$ cat src/hdl/lpfd_pkg.sv
// Types and constants of the length-prefixed frame deframer.
package lpfd_pkg;

   localparam int HEADER_BYTES = 12;
   localparam int STORE_DEPTH  = HEADER_BYTES - 1;
   localparam int CNT_W        = $clog2(HEADER_BYTES);
   localparam int IDX_W        = 8;
   localparam int DATA_W       = 32;

   localparam logic [7:0]  RST_MAGIC_FIRST  = 8'd0;
   localparam logic [7:0]  RST_MAGIC_SECOND = 8'd0;
   localparam logic [7:0]  RST_VERSION      = 8'd1;
   localparam logic [31:0] RST_MAX_LENGTH   = 32'd1048576;

   typedef enum logic [IDX_W-1:0] {
      CSR_MAGIC_FIRST  = 8'd0,
      CSR_MAGIC_SECOND = 8'd1,
      CSR_VERSION      = 8'd2,
      CSR_MAX_LENGTH   = 8'd3
   } csr_idx_type;

   typedef enum logic [1:0] {
      KIND_HEADER  = 2'd0,
      KIND_PAYLOAD = 2'd1,
      KIND_ERROR   = 2'd2
   } kind_type;

   typedef enum logic [1:0] {
      ERR_NONE    = 2'd0,
      ERR_MAGIC   = 2'd1,
      ERR_VERSION = 2'd2,
      ERR_LENGTH  = 2'd3
   } err_type;

   typedef enum logic [2:0] {
      PH_HEADER  = 3'b001,
      PH_PAYLOAD = 3'b010,
      PH_ERROR   = 3'b100
   } phase_type;

   typedef struct packed {
      logic [7:0]  magic_first;
      logic [7:0]  magic_second;
      logic [7:0]  accepted_version;
      logic [31:0] max_payload_length;
   } cfg_type;

   typedef struct packed {
      logic        vld;
      kind_type    item_kind;
      err_type     error_code;
      logic [7:0]  frame_version;
      logic [7:0]  message_type;
      logic [31:0] request_id;
      logic [31:0] payload_length;
      logic [7:0]  payload_byte;
      logic        last_of_frame;
   } res_type;

endpackage

$ cat src/hdl/lpfd_parse.sv
// Input register, header collection, checks and payload count.
module lpfd_parse import lpfd_pkg::*; (
   input  logic       clock,
   input  logic       reset,
   input  logic       req_valid,
   output logic       req_stall,
   input  logic [7:0] req_data_byte,
   input  cfg_type    cfg,
   input  logic       out_space,
   output res_type    res
);

   logic             in_vld_ff, in_vld_in;
   logic [7:0]       in_byte_ff;
   logic [7:0]       hdr_ff [STORE_DEPTH];
   logic [CNT_W-1:0] cnt_ff, cnt_in, cnt_eff;
   logic [31:0]      rem_ff, rem_in, rem_dec;
   phase_type        phase_ff, phase_in;
   logic             advance, hdr_wr;
   logic [31:0]      len;
   err_type          err;

   assign advance   = in_vld_ff && out_space;
   assign req_stall = in_vld_ff && !out_space;
   assign in_vld_in = (req_valid && !req_stall) ? 1'b1 : (advance ? 1'b0 : in_vld_ff);

   // count wraps on a corrupt value, as a fresh header
   assign cnt_eff = (cnt_ff >= CNT_W'(HEADER_BYTES)) ? '0 : cnt_ff;
   assign len     = {hdr_ff[8], hdr_ff[9], hdr_ff[10], in_byte_ff};
   assign rem_dec = rem_ff - 32'd1;

   always_comb begin
      if (hdr_ff[0] != cfg.magic_first || hdr_ff[1] != cfg.magic_second) begin
         err = ERR_MAGIC;
      end else if (hdr_ff[2] != cfg.accepted_version) begin
         err = ERR_VERSION;
      end else if (len > cfg.max_payload_length) begin
         err = ERR_LENGTH;
      end else begin
         err = ERR_NONE;
      end
   end

   always_comb begin
      res      = '0;
      cnt_in   = cnt_ff;
      rem_in   = rem_ff;
      phase_in = phase_ff;
      hdr_wr   = 1'b0;
      if (advance) begin
         unique case (phase_ff)
            PH_PAYLOAD: begin
               res.vld          = 1'b1;
               res.item_kind    = KIND_PAYLOAD;
               res.payload_byte = in_byte_ff;
               rem_in           = rem_dec;
               if (rem_dec == 32'd0) begin
                  res.last_of_frame = 1'b1;
                  phase_in          = PH_HEADER;
                  cnt_in            = '0;
               end
            end
            PH_HEADER: begin
               if (cnt_eff != CNT_W'(STORE_DEPTH)) begin
                  hdr_wr = 1'b1;
                  cnt_in = cnt_eff + CNT_W'(1);
               end else begin
                  cnt_in  = '0;
                  res.vld = 1'b1;
                  if (err != ERR_NONE) begin
                     res.item_kind  = KIND_ERROR;
                     res.error_code = err;
                     phase_in       = PH_ERROR;
                  end else begin
                     res.item_kind      = KIND_HEADER;
                     res.frame_version  = hdr_ff[2];
                     res.message_type   = hdr_ff[3];
                     res.request_id     = {hdr_ff[4], hdr_ff[5], hdr_ff[6], hdr_ff[7]};
                     res.payload_length = len;
                     if (len == 32'd0) begin
                        res.last_of_frame = 1'b1;
                     end else begin
                        rem_in   = len;
                        phase_in = PH_PAYLOAD;
                     end
                  end
               end
            end
            default: begin
               // error latched: byte dropped
            end
         endcase
      end
   end

   always_ff @(posedge clock) begin
      if (reset) begin
         in_vld_ff <= 1'b0;
         cnt_ff    <= '0;
         rem_ff    <= '0;
         phase_ff  <= PH_HEADER;
      end else begin
         in_vld_ff <= in_vld_in;
         cnt_ff    <= cnt_in;
         rem_ff    <= rem_in;
         phase_ff  <= phase_in;
      end
   end

   always_ff @(posedge clock) begin
      if (req_valid && !req_stall) begin
         in_byte_ff <= req_data_byte;
      end
      if (hdr_wr) begin
         hdr_ff[cnt_eff] <= in_byte_ff;
      end
   end

endmodule

$ cat src/hdl/lpfd_out.sv
// Result register towards the rsp channel.
module lpfd_out import lpfd_pkg::*; (
   input  logic        clock,
   input  logic        reset,
   input  res_type     res,
   output logic        out_space,
   output logic        rsp_valid,
   input  logic        rsp_stall,
   output logic [1:0]  rsp_item_kind,
   output logic [1:0]  rsp_error_code,
   output logic [7:0]  rsp_frame_version,
   output logic [7:0]  rsp_message_type,
   output logic [31:0] rsp_request_id,
   output logic [31:0] rsp_payload_length,
   output logic [7:0]  rsp_payload_byte,
   output logic        rsp_last_of_frame
);

   logic    vld_ff, vld_in;
   res_type out_ff;

   assign out_space = !vld_ff || !rsp_stall;
   assign vld_in    = out_space ? res.vld : vld_ff;

   always_ff @(posedge clock) begin
      if (reset) begin
         vld_ff <= 1'b0;
      end else begin
         vld_ff <= vld_in;
      end
   end

   always_ff @(posedge clock) begin
      if (out_space && res.vld) begin
         out_ff <= res;
      end
   end

   assign rsp_valid          = vld_ff;
   assign rsp_item_kind      = out_ff.item_kind;
   assign rsp_error_code     = out_ff.error_code;
   assign rsp_frame_version  = out_ff.frame_version;
   assign rsp_message_type   = out_ff.message_type;
   assign rsp_request_id     = out_ff.request_id;
   assign rsp_payload_length = out_ff.payload_length;
   assign rsp_payload_byte   = out_ff.payload_byte;
   assign rsp_last_of_frame  = out_ff.last_of_frame;

endmodule

$ cat src/hdl/length_prefixed_frame_deframer.sv
// Top level of the length-prefixed frame deframer: config registers and pipeline.
//
//   channel   handshake                fields
//   req       req_valid / req_stall    req_data_byte
//   rsp       rsp_valid / rsp_stall    rsp_item_kind ... rsp_last_of_frame
//   csr       csr_valid / csr_ready    csr_index, csr_wdata
//
// One word per cycle sustained while rsp_stall is low; a result word passes the input
// register, then the result register, from which it is offered on rsp. Header words
// but the last give no result; the last gives the header or error result.
// Reset sets the header phase and clears header count, remaining count and valids.
// req_stall rises only when the input register is full and the result register is
// held by rsp_stall. csr_ready is always high.
module length_prefixed_frame_deframer import lpfd_pkg::*; (
   input  logic              clock,
   input  logic              reset,
   input  logic              req_valid,
   output logic              req_stall,
   input  logic [7:0]        req_data_byte,
   output logic              rsp_valid,
   input  logic              rsp_stall,
   output logic [1:0]        rsp_item_kind,
   output logic [1:0]        rsp_error_code,
   output logic [7:0]        rsp_frame_version,
   output logic [7:0]        rsp_message_type,
   output logic [31:0]       rsp_request_id,
   output logic [31:0]       rsp_payload_length,
   output logic [7:0]        rsp_payload_byte,
   output logic              rsp_last_of_frame,
   input  logic              csr_valid,
   output logic              csr_ready,
   input  logic [IDX_W-1:0]  csr_index,
   input  logic [DATA_W-1:0] csr_wdata
);

   cfg_type cfg_ff, cfg_in;
   res_type res;
   logic    out_space;

   assign csr_ready = 1'b1;

   always_comb begin
      cfg_in = cfg_ff;
      if (csr_valid && csr_ready) begin
         unique case (csr_idx_type'(csr_index))
            CSR_MAGIC_FIRST:  cfg_in.magic_first        = csr_wdata[7:0];
            CSR_MAGIC_SECOND: cfg_in.magic_second       = csr_wdata[7:0];
            CSR_VERSION:      cfg_in.accepted_version   = csr_wdata[7:0];
            CSR_MAX_LENGTH:   cfg_in.max_payload_length = csr_wdata;
            default: begin
               // unknown index: ignored
            end
         endcase
      end
   end

   always_ff @(posedge clock) begin
      if (reset) begin
         cfg_ff.magic_first        <= RST_MAGIC_FIRST;
         cfg_ff.magic_second       <= RST_MAGIC_SECOND;
         cfg_ff.accepted_version   <= RST_VERSION;
         cfg_ff.max_payload_length <= RST_MAX_LENGTH;
      end else begin
         cfg_ff <= cfg_in;
      end
   end

   lpfd_parse u_parse (
      .clock         (clock),
      .reset         (reset),
      .req_valid     (req_valid),
      .req_stall     (req_stall),
      .req_data_byte (req_data_byte),
      .cfg           (cfg_ff),
      .out_space     (out_space),
      .res           (res)
   );

   lpfd_out u_out (
      .clock              (clock),
      .reset              (reset),
      .res                (res),
      .out_space          (out_space),
      .rsp_valid          (rsp_valid),
      .rsp_stall          (rsp_stall),
      .rsp_item_kind      (rsp_item_kind),
      .rsp_error_code     (rsp_error_code),
      .rsp_frame_version  (rsp_frame_version),
      .rsp_message_type   (rsp_message_type),
      .rsp_request_id     (rsp_request_id),
      .rsp_payload_length (rsp_payload_length),
      .rsp_payload_byte   (rsp_payload_byte),
      .rsp_last_of_frame  (rsp_last_of_frame)
   );

endmodule

$ cat config.mk
export PLATFORM = sky130hd
export DESIGN_NAME = length_prefixed_frame_deframer
export DESIGN_NICKNAME = d
export VERILOG_FILES = /design/src/hdl/lpfd_pkg.sv /design/src/hdl/lpfd_parse.sv /design/src/hdl/lpfd_out.sv /design/src/hdl/length_prefixed_frame_deframer.sv
export SDC_FILE = /design/constraint.sdc
export NUM_CORES = 1
export LEC_CHECK = 0
export BUFFER_PORTS_ARGS = -buffer_cell sky130_fd_sc_hd__buf_2
export CORE_MARGIN = 2
export CORE_UTILIZATION = 51
export DETAILED_ROUTE_END_ITERATION = 16
export PLACE_DENSITY = 0.74
export SLEW_MARGIN = 0
export SYNTH_ARGS = -nofsm -noshare
export SYNTH_HDL_FRONTEND = slang
export SYNTH_HIERARCHICAL = 1
export SYNTH_SLANG_ARGS = --single-unit
$ cat constraint.sdc
create_clock -name clock -period 4.15 [get_ports clock]
set_clock_uncertainty 0.15 [all_clocks]
set_input_delay 0.83 -clock clock [delete_from_list [all_inputs] [get_ports clock]]
set_output_delay 0.83 -clock clock [all_outputs]
set_load 0.02 [all_outputs]
# [Word level (Yosys, flattened, before mapping)]
# Memory sizes are Yosys's and may differ from the RTL's.
# Index checks and enable logic that the tools add are counted.
[op_classes] eq_ne=14 magnitude_cmp=2 n_addsub=2 n_bitwise=3 mux=36 n_reduce_logical=26
[op_table] cell="$mux 32" n=3
[op_table] cell="$mux 94" n=1
[op_table] cell="$mux 85" n=1
[op_table] cell="$mux 82" n=1
[op_table] cell="$mux 80" n=1
[op_table] cell="$logic_not 32->1" n=2
[op_table] cell="$pmux 32 s2" n=1
[op_table] cell="$gt 32x32->1" n=1
[op_table] cell="$sub 32x1->32 const B" n=1
[op_table] cell="$ne 8x8->1" n=3
[op_table] cell="$eq 8x2->1 const B" n=2
[op_table] cell="$mux 3" n=4
[op_table] cell="$mux 4" n=3
[op_table] cell="$pmux 3 s2" n=2
[op_table] cell="$mux 1" n=11
[op_table] cell="$mux 2" n=5
[op_table] cell="$reduce_and 2->1" n=5
[op_table] cell="$reduce_and 5->1" n=2
[op_table] cell="$eq 8x1->1 const B" n=1
[op_table] cell="$logic_not 8->1" n=1
[op_table] cell="$mux 8" n=1
[op_table] cell="$pmux 4 s2" n=1
[op_table] cell="$reduce_or 4->1" n=2
[op_table] cell="$ne 2x2->1 const B" n=3
[op_table] cell="14 further kinds" n=25
[word_totals] elab_cells=102 memories=1 register_bits=198 ram_bits=88 out_inout_bits=96
[mem_list] name="u_parse.hdr_ff" depth=11 width=8 read_ports=11 rd_clocked_by_memory_dff=0 wr=1 line_no="lpfd_parse.sv:15" source="logic [7:0] hdr_ff [STORE_DEPTH];"

# [Depth between registers and ports, before layout]
# An unclocked memory read counts as a cell.
[depth] depth_word=11 depth_mapped=11 mapped_depth_nobuf=10

# [By module]
# The synthesis kept the hierarchy.
[modules_own_cells] module="lpfd_parse" area_per_inst_um2=7533.5 cells_each=738 instances=1
[modules_own_cells] module="lpfd_out" area_per_inst_um2=2831.5 cells_each=98 instances=1
[modules_own_cells] module="length_prefixed_frame_deframer" area_per_inst_um2=2406.1 cells_each=224 instances=1

# [Least setup slack after synthesis]
# Ideal clock, no wire load.
[synth_timing] kind="in2reg" from="input port rsp_stall" to="register u_out.out_ff, in the netlist u_out/rsp_error_code[0] (enable)" arrival_time_ps=3782 setup_time_ps=462 path_slack_ps=-244 path_stages=6 path_buffers=1 cell_sequence="nand2_1 -> and2_1 -> clkbuf_1 -> nand4_1 -> nand2_1 -> and2_1"
[synth_rtl] element="start, declared" line_no="length_prefixed_frame_deframer.sv:21" source="input logic rsp_stall,"
[synth_rtl] element="end signal, assigned" line_no="lpfd_out.sv:35" source="out_ff <= res;"
[synth_rtl] element="end, declared" line_no="lpfd_out.sv:20" source="res_type out_ff;"

==> impl_metrics.tcl <==
set metrics [dict create \
    status "finished, final reports clean" \
    cts_resized 0 \
    dr_total_vias 8897 \
    ys_types 68 \
    syn-cell-area_um2 12800 \
    n_antenna_cell 0 \
    ioPinCount 149 \
    synthCells 1060 \
    synth_top_flop_cell "edfxtp_1" \
    avgRoutedWirePerCell_um 20.3 \
    cts-root-buf "clkbuf_16" \
    finalCritPeriodShare 0.906 \
    antenna_found_initial 0 \
    drc_errors 0 \
    ys_warn_count 6 \
    initial_core_util 0.522 \
    reg2reg_slack_ps 390 \
    hp-start "req_data_byte[7]" \
    io_buffer_count 147 \
    rsz0062_at_grt "no" \
    tns_ps 0 \
    first_global_vias 8412 \
    worst_slew_pin_slew_ps 818 \
    place.gp.congestion 0.917 \
    grt_pass1_wl_um 48300 \
    core_um2 24500 \
    drtIter0Drc 864 \
    cts_hold_buf 0 \
    power_density_nw_per_um2 386 \
    yosysTopAreaCellShare 0.444 \
    final_common_cell "edfxtp_1" \
    multi_input_area_um2 4770 \
    setup_viol 0 \
    ant_nets 0 \
    fmax_ghz 0.266 \
    min_path_cells 1 \
    nets 1306 \
    fp.dieW_um 162 \
    via_per_inst 5.71 \
    crit_fanout 17 \
    avgSynthCellArea_um2 12.0 \
    seqCellArea_um2 7620 \
    areaGrowthSynthToFinish_pct 15.8 \
    post_cts_buffers 0 \
    synth-edff-count 189 \
    max-cap-violations 0 \
    ys_seq_area_frac 0.596 \
    r2r_start "u_parse/hdr_ff[8][0]$_DFFE_PP_" \
    reg2reg_to "u_parse/rem_ff[29]$_SDFFE_PP0P_" \
    start_kind "register" \
    final_cell_mix "189 x edfxtp_1, 147 x buf_2, 97 x dfxtp_1" \
    yosys.area.top_type "edfxtp_1" \
    cts_buffers 29 \
    grt_busiest_layer "met2" \
    drt-total-wl_um 31600 \
    async_reset_ff_frac 0 \
    cp_data_required_time_ps 4460 \
    layout-drive-gt1-share 0.185 \
    min_period_ps 3760 \
    clock_latency_ps 550 \
    rr_worst_depth 8 \
    cts_tree "done" \
    met3_usage 0.0386 \
    globalRouteMet1Util 0.355 \
    cts_buffer_depth 3 \
    finalMaxSlewViolations 0 \
    clock-sinks 286 \
    dieArea_um2 26300 \
    power_mw 5.70 \
    hold_class "in -> reg" \
    grt.total_usage 0.239 \
    worst_hold_path.endpoint "u_parse/in_byte_ff[7]$_DFFE_PP_" \
    overflow 0 \
    fp-row-count 57 \
    critPathCaptureType "register" \
    clkTransAtPathRegs_ps 60 \
    syn_nets 1156 \
    dieHeight_um 162 \
    dp_hpwl_um 21000 \
    total_leakage_power_nw 5.53 \
    fin_util 0.604 \
    htree_num_levels 1 \
    finalHoldViolations 0 \
    drtPass1Iterations 5 \
    worstSetupPathType "reg -> reg" \
    nFillCells 1976 \
    ys_ff_latch 286 \
    ir_drop_mv 0.303 \
    grt_max_degree 93 \
    cp_data_arrival_time_ps 4070 \
    relSlewSlack 0.454 \
    synth_area_leaders "edfxtp_1 44%, dfxtp_1 15%, mux2i_1 4.6%" \
    grt_util_met2 0.363 \
]
-- power by group --
part	leakage, nW	total, mW	internal (mW)	switching (mW)
clock network	0.432	2.47	1.41	1.06
logic	2.80	0.184	0.0635	0.120
registers	2.29	3.05	3.04	0.0113
-- worst max-delay path, stage by stage, from the launching register on --
cell,delay [ps]
edfxtp_1,500
ha_1,330
nand4_1,150
nor4_1,650
nand3_1,300
o41a_1,490
o31a_1,180
or3_1,630
o22ai_1,280
-- stage by stage --
stage	hold WS (ps)	cell area, um2	cells	worst slack (ps)
6_report	309	14800	1557	391
5_1_grt	295	14800	1557	90.0
4_1_cts	290	14800	1557	393
3_5_place_dp	317	13900	1503	416
3_3_place_gp	313	13900	1503	555
2_1_floorplan	302	12800	1060	777
-- cell type report --
class | instances | share of cell area
flip-flops and latches | 286 | 0.515
clock inverters | 16 | 0.00889
inverters | 44 | 0.0112
well taps | 324 | 0.0274
repair buffers | 171 | 0.0636
clock buffers | 38 | 0.0514
multi-input cells | 678 | 0.322
-- cells in the mapped netlist, types with 3 or more instances --
cell type	number
nor3b_1	6
dfxtp_1	97
a41oi_1	4
xnor2_1	11
o311ai_0	3
nor2b_1	3
nor3_1	25
o31ai_1	18
nor4_2	3
or4_1	7
and3_1	21
buf_6	4
ha_1	43
o31a_1	3
nand4_1	17
o21a_1	4
and2_1	82
o22ai_1	17
nand2b_1	89
xor2_1	18
a221oi_1	3
edfxtp_1	189
nand4b_1	3
buf_2	5
a21oi_1	40
or3_1	8
a22o_1	4
a22oi_1	4
nand3_1	14
nand2_1	40
inv_1	42
nor4_1	26
a21boi_0	4
nor2_1	36
o211ai_1	4
o41ai_1	4
clkbuf_1	40
o21ai_0	20
mux2i_1	59
-- state kept, by name, summed over array words and instances, names as in the netlist --
register / flops
cfg_ff: 56
u_out/rsp_error_code: 2
u_out/rsp_frame_version: 8
u_out/rsp_item_kind: 2
u_out/rsp_last_of_frame: 1
u_out/rsp_message_type: 8
u_out/rsp_payload_byte: 8
u_out/rsp_payload_length: 32
u_out/rsp_request_id: 32
u_out/rsp_valid: 1
u_parse/cnt_ff: 4
u_parse/hdr_ff: 88
u_parse/in_byte_ff: 8
u_parse/in_vld_ff: 1
u_parse/phase_ff: 3
u_parse/rem_ff: 32
-- metal layers --
layer | up-vias | part of all wire
met4 | 0 | 0.029
met3 | 57 | 0.082
met1 | 4221 | 0.45
met2 | 433 | 0.44
met5 | - | 0
li1 | 4186 | -
-- logic make-up (layout without fill, tap and decap cells) --
kind of cell	after synthesis	in the layout	synth area share
other	1	1	0.000294
buffers and inverters	96	269	0.0314
AND/OR/NAND/NOR	392	392	0.181
AO/OA/AOI/OAI	154	154	0.0822
XOR/XNOR	29	29	0.0199
adder cells (fa/ha/maj)	43	43	0.0421
flip-flops	286	286	0.596
multiplexers	59	59	0.0462
-- how the worst max path moves through the flow --
stage / startpoint / to / slack [ps] / cells after the start
final: u_parse/hdr_ff[8][0]$_DFFE_PP_ / u_parse/rem_ff[29]$_SDFFE_PP0P_ / 390 / 8
after global routing: u_parse/hdr_ff[8][7]$_DFFE_PP_ / u_parse/rem_ff[26]$_SDFFE_PP0P_ / 90 / 8
after CTS: u_parse/hdr_ff[8][0]$_DFFE_PP_ / u_parse/rem_ff[28]$_SDFFE_PP0P_ / 390 / 8
after detailed placement: u_parse/hdr_ff[8][0]$_DFFE_PP_ / u_parse/rem_ff[10]$_SDFFE_PP0P_ / 420 / 8
after global placement: u_parse/hdr_ff[8][0]$_DFFE_PP_ / u_parse/rem_ff[26]$_SDFFE_PP0P_ / 550 / 8
after floorplan: rsp_stall / u_out/rsp_error_code[0]$_DFFE_PP_ / 780 / 6
Note: power is estimated with default switching activity, not from simulation.
